<file path="config.mk">
export PLATFORM = sky130hd
export DESIGN_NAME = wbl_queue
export DESIGN_NICKNAME = d
export VERILOG_FILES = /design/src/rtl/core/wbl_queue.sv
export SDC_FILE = /design/constraint.sdc
export NUM_CORES = 1
export LEC_CHECK = 0
export BUFFER_PORTS_ARGS = -buffer_cell sky130_fd_sc_hd__buf_2
export CORE_ASPECT_RATIO = 2
export CORE_UTILIZATION = 55
export CTS_CLUSTER_SIZE = 24
export DETAILED_ROUTE_END_ITERATION = 10
export HOLD_SLACK_MARGIN = 0.1
export PLACE_DENSITY = 0.83
export SYNTH_ARGS = -nofsm -noshare
export SYNTH_HDL_FRONTEND = slang
export SYNTH_SLANG_ARGS = --single-unit
export TNS_END_PERCENT = 1
</file>
<file path="constraint.sdc">
create_clock -name clock -period 5.2 [get_ports clock]
set_input_delay 0.52 -clock clock [delete_from_list [all_inputs] [get_ports clock]]
set_output_delay 0.52 -clock clock [all_outputs]
set_load 0.03 [all_outputs]
</file>
<file path="src/rtl/core/wbl_queue.sv">
// small fifo that decouples the front end from the back end
`timescale 1ns / 1ps

module wbl_queue #(
   parameter int WIDTH = 8,
   parameter int DEPTH = 4
) (
   input  logic             clock,
   input  logic             reset,
   input  logic             in_valid,
   output logic             in_ready,
   input  logic [WIDTH-1:0] in_data,
   output logic             out_valid,
   input  logic             out_ready,
   output logic [WIDTH-1:0] out_data
);

   localparam int PTR_W = (DEPTH > 1) ? $clog2(DEPTH) : 1;
   localparam int CNT_W = $clog2(DEPTH + 1);

   logic [WIDTH-1:0] store_ff [DEPTH];
   logic [PTR_W-1:0] wr_ptr_ff, wr_ptr_in;
   logic [PTR_W-1:0] rd_ptr_ff, rd_ptr_in;
   logic [CNT_W-1:0] count_ff, count_in;
   logic             push;
   logic             pop;

   assign in_ready  = (count_ff != CNT_W'(DEPTH));
   assign out_valid = (count_ff != '0);
   assign out_data  = store_ff[rd_ptr_ff];
   assign push      = in_valid && in_ready;
   assign pop       = out_valid && out_ready;

   // pointer and fill count update
   always_comb begin
      wr_ptr_in = wr_ptr_ff;
      rd_ptr_in = rd_ptr_ff;
      count_in  = count_ff;
      if (push) begin
         wr_ptr_in = (wr_ptr_ff == PTR_W'(DEPTH - 1)) ? '0 : wr_ptr_ff + 1'b1;
      end
      if (pop) begin
         rd_ptr_in = (rd_ptr_ff == PTR_W'(DEPTH - 1)) ? '0 : rd_ptr_ff + 1'b1;
      end
      if (push && !pop) begin
         count_in = count_ff + 1'b1;
      end else if (pop && !push) begin
         count_in = count_ff - 1'b1;
      end
   end

   always_ff @(posedge clock) begin
      if (reset) begin
         wr_ptr_ff <= '0;
         rd_ptr_ff <= '0;
         count_ff  <= '0;
      end else begin
         wr_ptr_ff <= wr_ptr_in;
         rd_ptr_ff <= rd_ptr_in;
         count_ff  <= count_in;
      end
   end

   // item storage
   always_ff @(posedge clock) begin
      if (push) begin
         store_ff[wr_ptr_ff] <= in_data;
      end
   end

endmodule

</file>
Word level (Yosys, flattened, before mapping)
Memories as Yosys holds them, arrays and structs flattened. A register that Yosys moved wholly into a read port is not among the register bits.
Cells that the tools add are included.
{"block": "totals", "register_bits": 7, "mem_bits_rw": 32, "in_bits": 12, "output_inout_bits": 10, "elab_cells": 27, "mem_count": 1}
{"block": "classes", "n_addsub": 4, "n_eq_ne": 3, "mux": 8, "n_reduce_logical": 8}
{"name": "store_ff", "words": 4, "word_bits": 8, "read_ports": 1, "rd_clocked_by_memory_dff": 1, "write_ports": 1, "line_no": "21", "source": "logic [WIDTH-1:0] store_ff [DEPTH];"}
{"op": "$mux 2", "count": 4}
{"op": "$mux 3", "count": 2}
{"op": "$add 2x1->2 const B", "count": 2}
{"op": "$eq 2x2->1 const B", "count": 2}
{"op": "$logic_and 1x1->1", "count": 4}
{"op": "$add 3x1->3 const B", "count": 1}
{"op": "$ne 3x3->1 const B", "count": 1}
{"op": "$reduce_bool 3->1", "count": 1}
{"op": "$sub 3x1->3 const B", "count": 1}
{"op": "$logic_not 1->1", "count": 2}
{"op": "$mux 1", "count": 2}
{"op": "$reduce_bool 2->1", "count": 1}

Logic depth before layout (Yosys ltp)
{"block": "logic_depth", "word_depth": 6, "ltp_mapped": 9, "depth_no_buf": 8}

Worst setup path before layout
Ideal clock, no wire load.
{"block": "synth_path", "kind": "register to register", "start": "reg count_ff[0]", "end": "reg count_ff[2]", "setup_ns": 0.070, "arrival_ns": 2.200, "slack_ns": 2.929, "path_stages_with_launch": 10, "synth_period_minus_slack_ns": 2.271, "cell_sequence": "dfxtp_1 -> or3b_1 -> clkbuf_2 -> and2_4 -> ha_1 -> inv_1 -> fa_1 -> xor2_1 -> or3_2 -> a21oi_1"}
{"block": "synth_via", "elab_chain_len": 5, "elab_cells_between_ends": 13}
{"item": "start: declaration", "line_no": "24", "source": "logic [CNT_W-1:0] count_ff, count_in;"}
{"item": "start signal: assignment", "line_no": "60", "source": "count_ff <= count_in;"}
{"item": "$ne 3x3->1 (*)", "line_no": "28", "source": "assign in_ready = (count_ff != CNT_W'(DEPTH));"}
{"item": "net in_ready", "line_no": "11", "source": "output logic in_ready,"}
{"item": "$logic_and 1x1->1 (*)", "line_no": "31", "source": "assign push = in_valid && in_ready;"}
{"item": "net push", "line_no": "25", "source": "logic push;"}
{"item": "$logic_not 1->1", "line_no": "47", "source": "end else if (pop && !push) begin"}
{"item": "$logic_and 1x1->1", "line_no": "47"}
{"item": "$reduce_bool 2->1 (no source line)"}
The timed path passes the listed nets; every way through them passes the cells marked *. The select of a mux whose other input is x is not followed.
A chain may end at the register's enable or synchronous reset.

Final worst setup path
{"block": "layout_path", "start": "reg count_ff[0]", "end": "reg count_ff[2]"}
{"block": "layout_via", "elab_chain_len": 5, "elab_cells_between_ends": 13}
{"item": "branches (longest 5 deep; another with $sub 3x1->3)"}
Parallel ways; which one is timed is not known. The select of a mux whose other input is x is not followed.

==> impl_metrics.tcl <==
set metrics [dict create \
    cp_max_fo 5 \
    path_cells "o31ai_1 -> ha_1 -> inv_1 -> fa_1 -> xor2_1 -> or3_2 -> a21oi_1" \
    dr.pass1.iters 4 \
    p_sw_share_pct 31.2 \
    antenna_found_initial 0 \
    final_core_util_pct 67.7 \
    dp_hpwl_um 1820 \
    grt_max_degree 13 \
    numCtsBuffers 5 \
    drt_iter0_markers 23 \
    synth_cell_types 26 \
    hp-class "primary input to register" \
    critPathKind "register to register" \
    die_w_um 40.5 \
    grt_pass1_wl_um 4010 \
    syn_inst 90 \
    slowest_stage "o31ai_1" \
    fin_skew_ns 0.00401 \
    clk_pin_slew_ns 0.07 \
    initial_core_util_pct 59.0 \
    fin_nets 133 \
    drc_errors 0 \
    internal_power_uw 679 \
    synth_warnings 0 \
    dr_total_vias 834 \
    synth_edf_count 32 \
    finalHoldViolCount 0 \
    area_growth_syn_to_layout_pct 14.7 \
    synth.most_common_cell "edfxtp_1" \
    seq_area_um2 1140 \
    fmax_mhz 427 \
    switching_power_uw 308 \
    leakagePower_uw 0.000702 \
    power_frac_comb_pct 28.8 \
    outcome "completed" \
    coreArea_um2 2770 \
    clock-root-buffer "clkbuf_8" \
    synthFlopType "edfxtp_1" \
    cts_htree_levels 2 \
    postCtsSetupRepairBufs 0 \
    post_drt_wl_per_cell_um 17.6 \
    postCtsHoldBufs 0 \
    cts_sinks 41 \
    worst_slack_ns 2.86 \
    portBuffers 21 \
    diodes 0 \
    max-slew-margin-rel_pct 65.0 \
    clock_latency_ns 0.29 \
    tns_ns 0 \
    synth_nets 109 \
    synth_adder_area_share_pct 5.82 \
    cp_data_required_time_ns 5.42 \
    min_period_ns 2.34 \
    vias_per_cell 5.79 \
    syn_avg_cell_area_um2 18.2 \
    cp-end-kind "register" \
    nFillCells 206 \
    critPathBufInv 1 \
    synth_area_leader_cell "edfxtp_1" \
    cts_buffer_depth 2 \
    track_usage_pct 18.8 \
    muxShareOfSynthArea_pct 12.9 \
    seqPwrFrac_pct 45.1 \
    power.total_uw 987 \
    synth-simple-area-share_pct 6.51 \
    fp.dieH_um 79.1 \
    ant_nets 0 \
    cts_resized 0 \
    netlist_area_um2 1630 \
    drive_gt1_share_pct 38.3 \
    yosysTopAreaCellShare_pct 58.8 \
    num_rows 27 \
    finalSetupViolCount 0 \
    die_area_um2 3210 \
    gp_congestion 0.603 \
    power.density_nw_per_um2 527 \
    ys_ff_latch 41 \
    slew_viol_final 0 \
    synth_compound_area_share_pct 2.14 \
    tightest_slew_ns 0.524 \
    cts_tree "built" \
    synthXorXnorAreaFrac_pct 1.07 \
    arrival_ns 2.56 \
    ys_seq_area_share_pct 69.8 \
    ioPinCount 22 \
    grt_setup_unrepaired "false" \
    grt_pass1_vias 846 \
    pwr-share-clk_pct 26.2 \
    crit_path_start_kind "register" \
    ir_worst_vdd_v 0.000413 \
    netlist_top_cells_area "edfxtp_1 (59%), dfxtp_1 (11%), mux4_2 (11%)" \
    wirelength_um 2540 \
    finalCritPeriodShare_pct 45.0 \
    cp_slowest_stage_delay_ns 0.48 \
    cp_top_family "adder cells" \
    synth_common_cells "edfxtp_1 (32), dfxtp_1 (9), mux4_2 (8)" \
    multi_input_area_um2 464 \
    synthArstFlopShare_pct 0 \
    grt_overflow 0 \
    dp_slack_ns 2.88 \
    synth_top_family_by_area "multiplexers" \
    maxCapViolCount 0 \
]
## logic make-up after synthesis
logic type	after synthesis
AOI/OAI and AO/OA	5
muxes	11
buffers and inverters	7
DFF	41
and+or+nand+nor	17
xor gates and xnor gates	2
adders and majority gates	7
## final cells by class
type,instances,share of cell area [%]
clock buffer,7,4.61
timing repair buffer,21,5.61
sequential,41,60.9
inverter,3,0.601
tap,29,1.94
multi-input combinational,42,24.8
clock inverter,1,1.60
## worst reg2reg max path: stages (launching register included)
cell and delay, ns:
dfxtp_1 0.37, o31ai_1 0.48, ha_1 0.28, inv_1 0.06, fa_1 0.37, xor2_1 0.15, or3_2 0.41, a21oi_1 0.14
## power by group through the flow
stage               sequential (uW)  clock (uW)  combinational (uW)
finish                          445         258                 284
global route                    453         271                 308
CTS                             446         262                 285
detailed placement              453           0                 283
global placement                447           0                 269
floorplan                       429           0                 233
## layer usage
layer | track usage [%] | part of all wire (%)
met1 | 22.6 | 41
met3 | 4.19 | 3.4
met5 | 0 | 0
met4 | 10.3 | 1.9
met2 | 29.5 | 54
## path summary, 6_finish.rpt
check	startpoint	to	slack (ns)	cells after the start
worst max-delay path	count_ff[0]	count_ff[2]	2.86	7
worst min-delay path	in_data[1]	store_ff[2][1]	0.45	1
worst max register to register	count_ff[0]	count_ff[2]	2.86	7
worst min register to register	count_ff[2]	count_ff[2]	0.53	2
## registers in the layout, summed over array words and instances, names as in the netlist, named ones only
register,count
wr_ptr_ff,2
rd_ptr_ff,2
store_ff,32
count_ff,3
## layout by cell type (no fill, tap or decap)
master	n
or3_1	1
inv_1	3
buf_2	21
or3b_1	1
mux2i_1	3
o31ai_1	1
nor2_1	3
bufinv_16	1
o31ai_2	1
or3_2	2
nand3_1	1
clkbuf_8	6
and2_4	1
clkbuf_1	1
a21oi_1	2
xor2_1	2
fa_1	1
o21ai_0	1
ha_1	6
nand2_1	1
mux4_2	8
and3_2	4
edfxtp_1	32
dfxtp_1	9
nor3_1	1
nand2b_1	2
## per-stage QoR
step / hold slack (ns) / cell area, um2 / instances
final: 0.448 / 1870 / 144
after global placement: 0.483 / 1760 / 136
after detailed placement: 0.512 / 1760 / 136
after floorplan: 0.463 / 1630 / 90
after CTS: 0.439 / 1870 / 144
after global routing: 0.449 / 1870 / 144
Note: power is estimated with default switching activity, not from simulation.
