File: config.mk
export PLATFORM = sky130hd
export DESIGN_NAME = wbl_front_flat
export DESIGN_NICKNAME = d
export VERILOG_FILES = /design/src/rtl/core/wbl_pkg.sv /design/src/rtl/core/wbl_if.sv /design/src/rtl/core/wbl_front.sv /design/src/flat_wrapper.sv
export SDC_FILE = /design/constraint.sdc
export NUM_CORES = 1
export LEC_CHECK = 0
export BUFFER_PORTS_ARGS = -buffer_cell sky130_fd_sc_hd__clkbuf_2
export CORE_ASPECT_RATIO = 0.75
export CORE_MARGIN = 1.5
export CORE_UTILIZATION = 27
export DETAILED_ROUTE_END_ITERATION = 16
export GPL_ROUTABILITY_DRIVEN = 0
export MAX_ROUTING_LAYER = met4
export PLACE_DENSITY_LB_ADDON = 0.12
export SYNTH_ARGS = -nofsm -noshare
export SYNTH_HDL_FRONTEND = slang
export SYNTH_SLANG_ARGS = --single-unit
File: constraint.sdc
create_clock -name vclk -period 1.1
set_clock_uncertainty 0.1 [all_clocks]
set_input_delay 0.11 -clock vclk [all_inputs]
set_output_delay 0.11 -clock vclk [all_outputs]
set_load 0.02 [all_outputs]
File: src/rtl/core/wbl_pkg.sv
// shared constants for the bilinear wavetable lookup unit
`timescale 1ns / 1ps

package wbl_pkg;

   // item codes carried in req_type
   localparam logic REQ_WRITE  = 1'b0;
   localparam logic REQ_LOOKUP = 1'b1;

   // table sample and fraction widths
   localparam int DATA_W = 16;
   localparam int FRAC_W = 16;

   // one half in Q0.16, moves the signed Q1.15 shape to unsigned
   localparam logic [FRAC_W-1:0] SHAPE_OFFSET = 16'h8000;

   // output saturation range
   localparam int SAMPLE_BITS = 16;
   localparam int SAT_HI = (1 << (SAMPLE_BITS - 1)) - 1;
   localparam int SAT_LO = -SAT_HI - 1;

   // entries in the queue between front and back
   localparam int QUEUE_DEPTH = 4;

endpackage

File: src/rtl/core/wbl_if.sv
// valid/ready channel interfaces for lookup requests and results
`timescale 1ns / 1ps

interface wbl_req_if;
   logic               valid;
   logic               ready;
   logic               req_type;
   logic [3:0]         slice_sel;
   logic [7:0]         sample_sel;
   logic signed [15:0] write_sample;
   logic [15:0]        phase;
   logic signed [15:0] shape;

   modport source (
      output valid, req_type, slice_sel, sample_sel, write_sample, phase, shape,
      input  ready
   );
   modport sink (
      input  valid, req_type, slice_sel, sample_sel, write_sample, phase, shape,
      output ready
   );
endinterface


File: src/rtl/core/wbl_front.sv
// front end: classifies items and turns phase and shape into indices and fractions
`timescale 1ns / 1ps

module wbl_front import wbl_pkg::*; #(
   parameter int SAMPLES = 256,
   parameter int SLICES  = 16
) (
   wbl_req_if.sink                                               req_ch,
   output logic                                                  push_valid,
   input  logic                                                  push_ready,
   output logic [50+2*$clog2(SLICES)+2*$clog2(SAMPLES)-1:0]      push_data
);

   localparam int SA_W = $clog2(SAMPLES);
   localparam int SL_W = $clog2(SLICES);
   localparam int PW   = FRAC_W + SA_W;
   localparam int SW   = FRAC_W + SL_W;

   typedef struct packed {
      logic                      is_write;
      logic                      wr_ok;
      logic signed [DATA_W-1:0]  wdata;
      logic [SL_W-1:0]           k0;
      logic [SL_W-1:0]           k1;
      logic [SA_W-1:0]           i0;
      logic [SA_W-1:0]           i1;
      logic [FRAC_W-1:0]         t;
      logic [FRAC_W-1:0]         u;
   } item_type;

   logic [PW-1:0]     pidx;
   logic [SW-1:0]     sidx;
   logic [FRAC_W-1:0] shape_u;
   logic [SA_W-1:0]   li0;
   logic [SA_W-1:0]   li1;
   logic [SL_W-1:0]   lk0;
   logic [SL_W-1:0]   lk1;
   logic              is_write;
   item_type          item;

   // phase scaled by the sample count: index in the top bits, fraction below
   assign pidx = PW'(req_ch.phase) * PW'(SAMPLES);
   assign li0  = pidx[PW-1 -: SA_W];
   assign li1  = (li0 == SA_W'(SAMPLES - 1)) ? '0 : li0 + 1'b1;

   // shape offset to unsigned and scaled by the slice count
   assign shape_u = req_ch.shape + SHAPE_OFFSET;
   assign sidx    = SW'(shape_u) * SW'(SLICES);
   assign lk0     = sidx[SW-1 -: SL_W];
   assign lk1     = (lk0 == SL_W'(SLICES - 1)) ? '0 : lk0 + 1'b1;

   assign is_write = (req_ch.req_type == REQ_WRITE);

   // pack the item; a write carries its entry position in k0 and i0
   always_comb begin
      item.is_write = is_write;
      item.wr_ok    = (32'(req_ch.slice_sel) < 32'(SLICES))
                   && (32'(req_ch.sample_sel) < 32'(SAMPLES));
      item.wdata    = req_ch.write_sample;
      item.k0       = is_write ? SL_W'(req_ch.slice_sel) : lk0;
      item.k1       = lk1;
      item.i0       = is_write ? SA_W'(req_ch.sample_sel) : li0;
      item.i1       = li1;
      item.t        = pidx[FRAC_W-1:0];
      item.u        = sidx[FRAC_W-1:0];
   end

   assign push_valid   = req_ch.valid;
   assign push_data    = item;
   assign req_ch.ready = push_ready;

endmodule

File: src/flat_wrapper.sv
// flat-port wrapper written by rule: the top's interface ports become plain ports
module wbl_front_flat import wbl_pkg::*;
#(
   parameter int SAMPLES = 256,
   parameter int SLICES  = 16
)
  (push_valid, push_ready, push_data, req_ch_valid, req_ch_req_type, req_ch_slice_sel, req_ch_sample_sel, req_ch_write_sample, req_ch_phase, req_ch_shape, req_ch_ready);
  wbl_req_if req_ch_i ();
  output logic push_valid;
  input  logic push_ready;
  output logic [50+2*$clog2(SLICES)+2*$clog2(SAMPLES)-1:0] push_data;
  input wire logic [$bits(req_ch_i.valid)-1:0] req_ch_valid;
  input wire logic [$bits(req_ch_i.req_type)-1:0] req_ch_req_type;
  input wire logic [$bits(req_ch_i.slice_sel)-1:0] req_ch_slice_sel;
  input wire logic [$bits(req_ch_i.sample_sel)-1:0] req_ch_sample_sel;
  input wire logic [$bits(req_ch_i.write_sample)-1:0] req_ch_write_sample;
  input wire logic [$bits(req_ch_i.phase)-1:0] req_ch_phase;
  input wire logic [$bits(req_ch_i.shape)-1:0] req_ch_shape;
  output wire logic [$bits(req_ch_i.ready)-1:0] req_ch_ready;
  assign req_ch_i.valid = req_ch_valid;
  assign req_ch_i.req_type = req_ch_req_type;
  assign req_ch_i.slice_sel = req_ch_slice_sel;
  assign req_ch_i.sample_sel = req_ch_sample_sel;
  assign req_ch_i.write_sample = req_ch_write_sample;
  assign req_ch_i.phase = req_ch_phase;
  assign req_ch_i.shape = req_ch_shape;
  assign req_ch_ready = req_ch_i.ready;
  wbl_front #(.SAMPLES(SAMPLES), .SLICES(SLICES)) u_core (.req_ch(req_ch_i), .push_valid(push_valid), .push_ready(push_ready), .push_data(push_data));
endmodule
# Word level (Yosys, flattened, before mapping)
# Cells that the tools add are included.
# word_totals
register_bits	0
inputBits	63
output_inout_bits	76
# op_classes
addsub	3
eq_ne	2
n_mux	4
bitwise	1
# op_table
operator	n
$add 16x16->16 const B	1
$mux 8	2
$add 8x1->8 const B	1
$eq 8x8->1 const B	1
$mux 4	2
$add 4x1->4 const B	1
$eq 4x4->1 const B	1
$not 1->1	1

# Depth between registers and ports, before layout
# logic_depth
word_depth	3
ltp_mapped	4

# Worst setup path before layout
# No wires, ideal clock.
# synth_path
path_kind	input port to output port
from	in req_ch_phase[8]
to	out push_data[37]
arrival_ps	1009
t_required_ps	890
path_slack_ps	-119
cell_stages	4
path_buffers	0
cell_sequence	ha_1 nand2_1 nor3_2 nor3_1
# synth_between
elab_chain_len	2
elab_cells_between_ends	3
classes_between	1 x add/sub; 1 x eq/ne; 1 x mux
# synth_lines
item	line	source
start: declaration	flat_wrapper.sv:17	input wire logic [$bits(req_ch_i.phase)-1:0] req_ch_phase;
$add 8x1->8 or $eq 8x8->1 (tied branches)	wbl_front.sv:44	assign li1 = (li0 == SA_W'(SAMPLES - 1)) ? '0 : li0 + 1'b1;
$mux 8 *	wbl_front.sv:44	
end: declaration	flat_wrapper.sv:11	output logic [50+2*$clog2(SLICES)+2*$clog2(SAMPLES)-1:0] push_data;
# Every way passes the cells marked *; elsewhere a longest branch is shown, timed or not.

# Worst setup path after layout
# layout_path
from	in req_ch_phase[8]
to	out push_data[36]
# The elaborated chain is that of the path after synthesis.

==> flow_metrics.tcl <==
set metrics [dict create \
    min_period_ps 1060 \
    ir_drop_mv 0.143 \
    grt_antenna_before_repair 0 \
    worstSetupEndpointType "output port" \
    syn_area_per_cell_um2 7.62 \
    core_um2 2580 \
    clkbuf_count 0 \
    leakagePower_nw 0.522 \
    synth_top_family_by_area "buffers and inverters" \
    p_sw_mw 0.259 \
    p_sw_frac 0.543 \
    grtUsageMet2 0.179 \
    ys_types 19 \
    finalMaxSlewViolations 0 \
    grt_usage 0.105 \
    cp_max_fo 4 \
    ys_seq_area_frac 0 \
    crit_type "in2out" \
    grt-ovfl-total 0 \
    place_ws_ps -167 \
    diodes 0 \
    dp_hpwl_um 1490 \
    dieArea_um2 3040 \
    first_pass_iters 2 \
    initial_core_util 0.283 \
    synth_most_common_cell "buf_4" \
    grtUsageMet3 0.0323 \
    grt_max_degree 13 \
    dp.cells 156 \
    setup_tns_ps 0 \
    synth.mux.area_fraction 0.198 \
    synthSimpleGateAreaFrac 0.0838 \
    cts_hold_buf 0 \
    drt-initial-drc-count 6 \
    drc 0 \
    routed_wl_um 1790 \
    synth_compound_area_frac 0.0632 \
    synthCells 96 \
    grt.busiest_layer "met2" \
    seq_area_um2 0 \
    cp.required_ps 890 \
    drive_gt1_frac 0.770 \
    grt_pass1_wl_um 2530 \
    post-route-period-util 0.968 \
    timing.fmax_ghz 0.940 \
    numPortBuffers 50 \
    totalPowerFinal_mw 0.477 \
    use_met1 0.127 \
    vias 640 \
    share_comb_of_total_power 1.000 \
    wire_per_inst_um 11.3 \
    fin_nets 189 \
    cp.arrival_ps 850 \
    start_kind "input pin" \
    nFillCells 281 \
    fp-row-count 16 \
    synth_xor_area_frac 0.0598 \
    clkPwrFrac 0 \
    synth_commonest_cells "52 x buf_4, 12 x mux2_2, 4 x a31oi_1, 4 x xor2_1" \
    intPower_mw 0.218 \
    fp.dieW_um 63.1 \
    fin_cells 158 \
    area_growth_pct 33.0 \
    die_h_um 48.1 \
    vias_per_cell 4.05 \
    synth_top_cell_by_area "buf_4" \
    synth_top_area_share 0.533 \
    power.density_nw_per_um2 490 \
    ant_nets 0 \
    maxCapViolations 0 \
    syn_area_um2 732 \
    grt_pass1_vias 524 \
    yosysWarnings 0 \
    status "complete, no violations" \
    finalSetupViolCount 0 \
    postLayoutSetupSlackWorst_ps 35.6 \
    hold_viol_final 0 \
    io_pins 139 \
    seqPwrFrac 0 \
    synth_area_leaders "buf_4 53%, mux2_2 18%, xor2_1 4.8%, a31oi_1 3.4%, ha_1 3.4%" \
    seq_cell_count 0 \
    hp-class "in2out" \
    rsz0062_at_grt "true" \
    synthAdderAreaFrac 0.0342 \
]
-- stage by stage --
step                utilization  hold slack [ps]  instance area, um2
finish                    0.377              120                 973
global route              0.377              120                 973
CTS                       0.359              120                 928
detailed placement        0.309              120                 798
global placement          0.309              120                 798
floorplan                     -              197                 778
-- what timing repair did --
item,4_1_cts,5_1_grt
gates resized for setup,26,20
setup buffers,0,2
endpoints found under the setup margin,19,8
pin swaps,7,7
-- power groups by stage --
| stage | clock network, mW | logic, mW | registers (mW) |
|---|---|---|---|
| floorplan | 0 | 0.473 | 0 |
| global placement | 0 | 0.410 | 0 |
| detailed placement | 0 | 0.410 | 0 |
| CTS | 0 | 0.458 | 0 |
| global route | 0 | 0.519 | 0 |
| finish | 0 | 0.477 | 0 |
-- final cells by class --
class / instances / area (um2) / share of cell area
Inverter: 2 / 7.51 / 0.00771
Multi-Input combinational cell: 52 / 450 / 0.463
Tap cell: 36 / 45.0 / 0.0463
Timing Repair Buffer: 68 / 470 / 0.483
-- final timing paths --
check,startpoint,endpoint,slack (ps),depth (start not counted)
worst max-delay path,req_ch_phase[8],push_data[36],40,6
worst min-delay path,req_ch_shape[11],push_data[15],120,0
-- logic make-up (layout without fill, tap and decap cells) --
kind of cell | Yosys count | count (layout)
AO/OA/AOI/OAI | 7 | 7
XOR/XNOR | 5 | 5
adder cells (fa/ha/maj) | 2 | 2
buffers and inverters | 55 | 70
multiplexers | 13 | 13
other | 2 | 13
AND/OR/NAND/NOR | 12 | 12
-- worst max-delay path, stage by stage --
cell and delay (ps):
buf_8 110, ha_4 160, buf_6 110, nand3_2 60
xnor2_1 110, clkbuf_4 190
-- routing by layer --
| layer | vias up | share of wire |
|---|---|---|
| li1 | 310 | - |
| met4 | 0 | 0.013 |
| met3 | 8 | 0.14 |
| met2 | 54 | 0.45 |
| met5 | - | 0 |
| met1 | 268 | 0.40 |
-- layout by cell type (no fill, tap or decap), drive strengths merged --
master	Yosys	final
a31oi	4	4
and4	1	1
nand3	3	3
clkbuf	0	36
nor3	2	2
xor2	4	4
ha	2	2
a21o	1	1
a21oi	1	1
xnor2	1	1
nand2	3	3
buf	53	32
mux2	12	12
mux2i	1	1
inv	2	2
conb	2	13
a41oi	1	1
nor2	3	3
(Power assumes the default switching activity.)
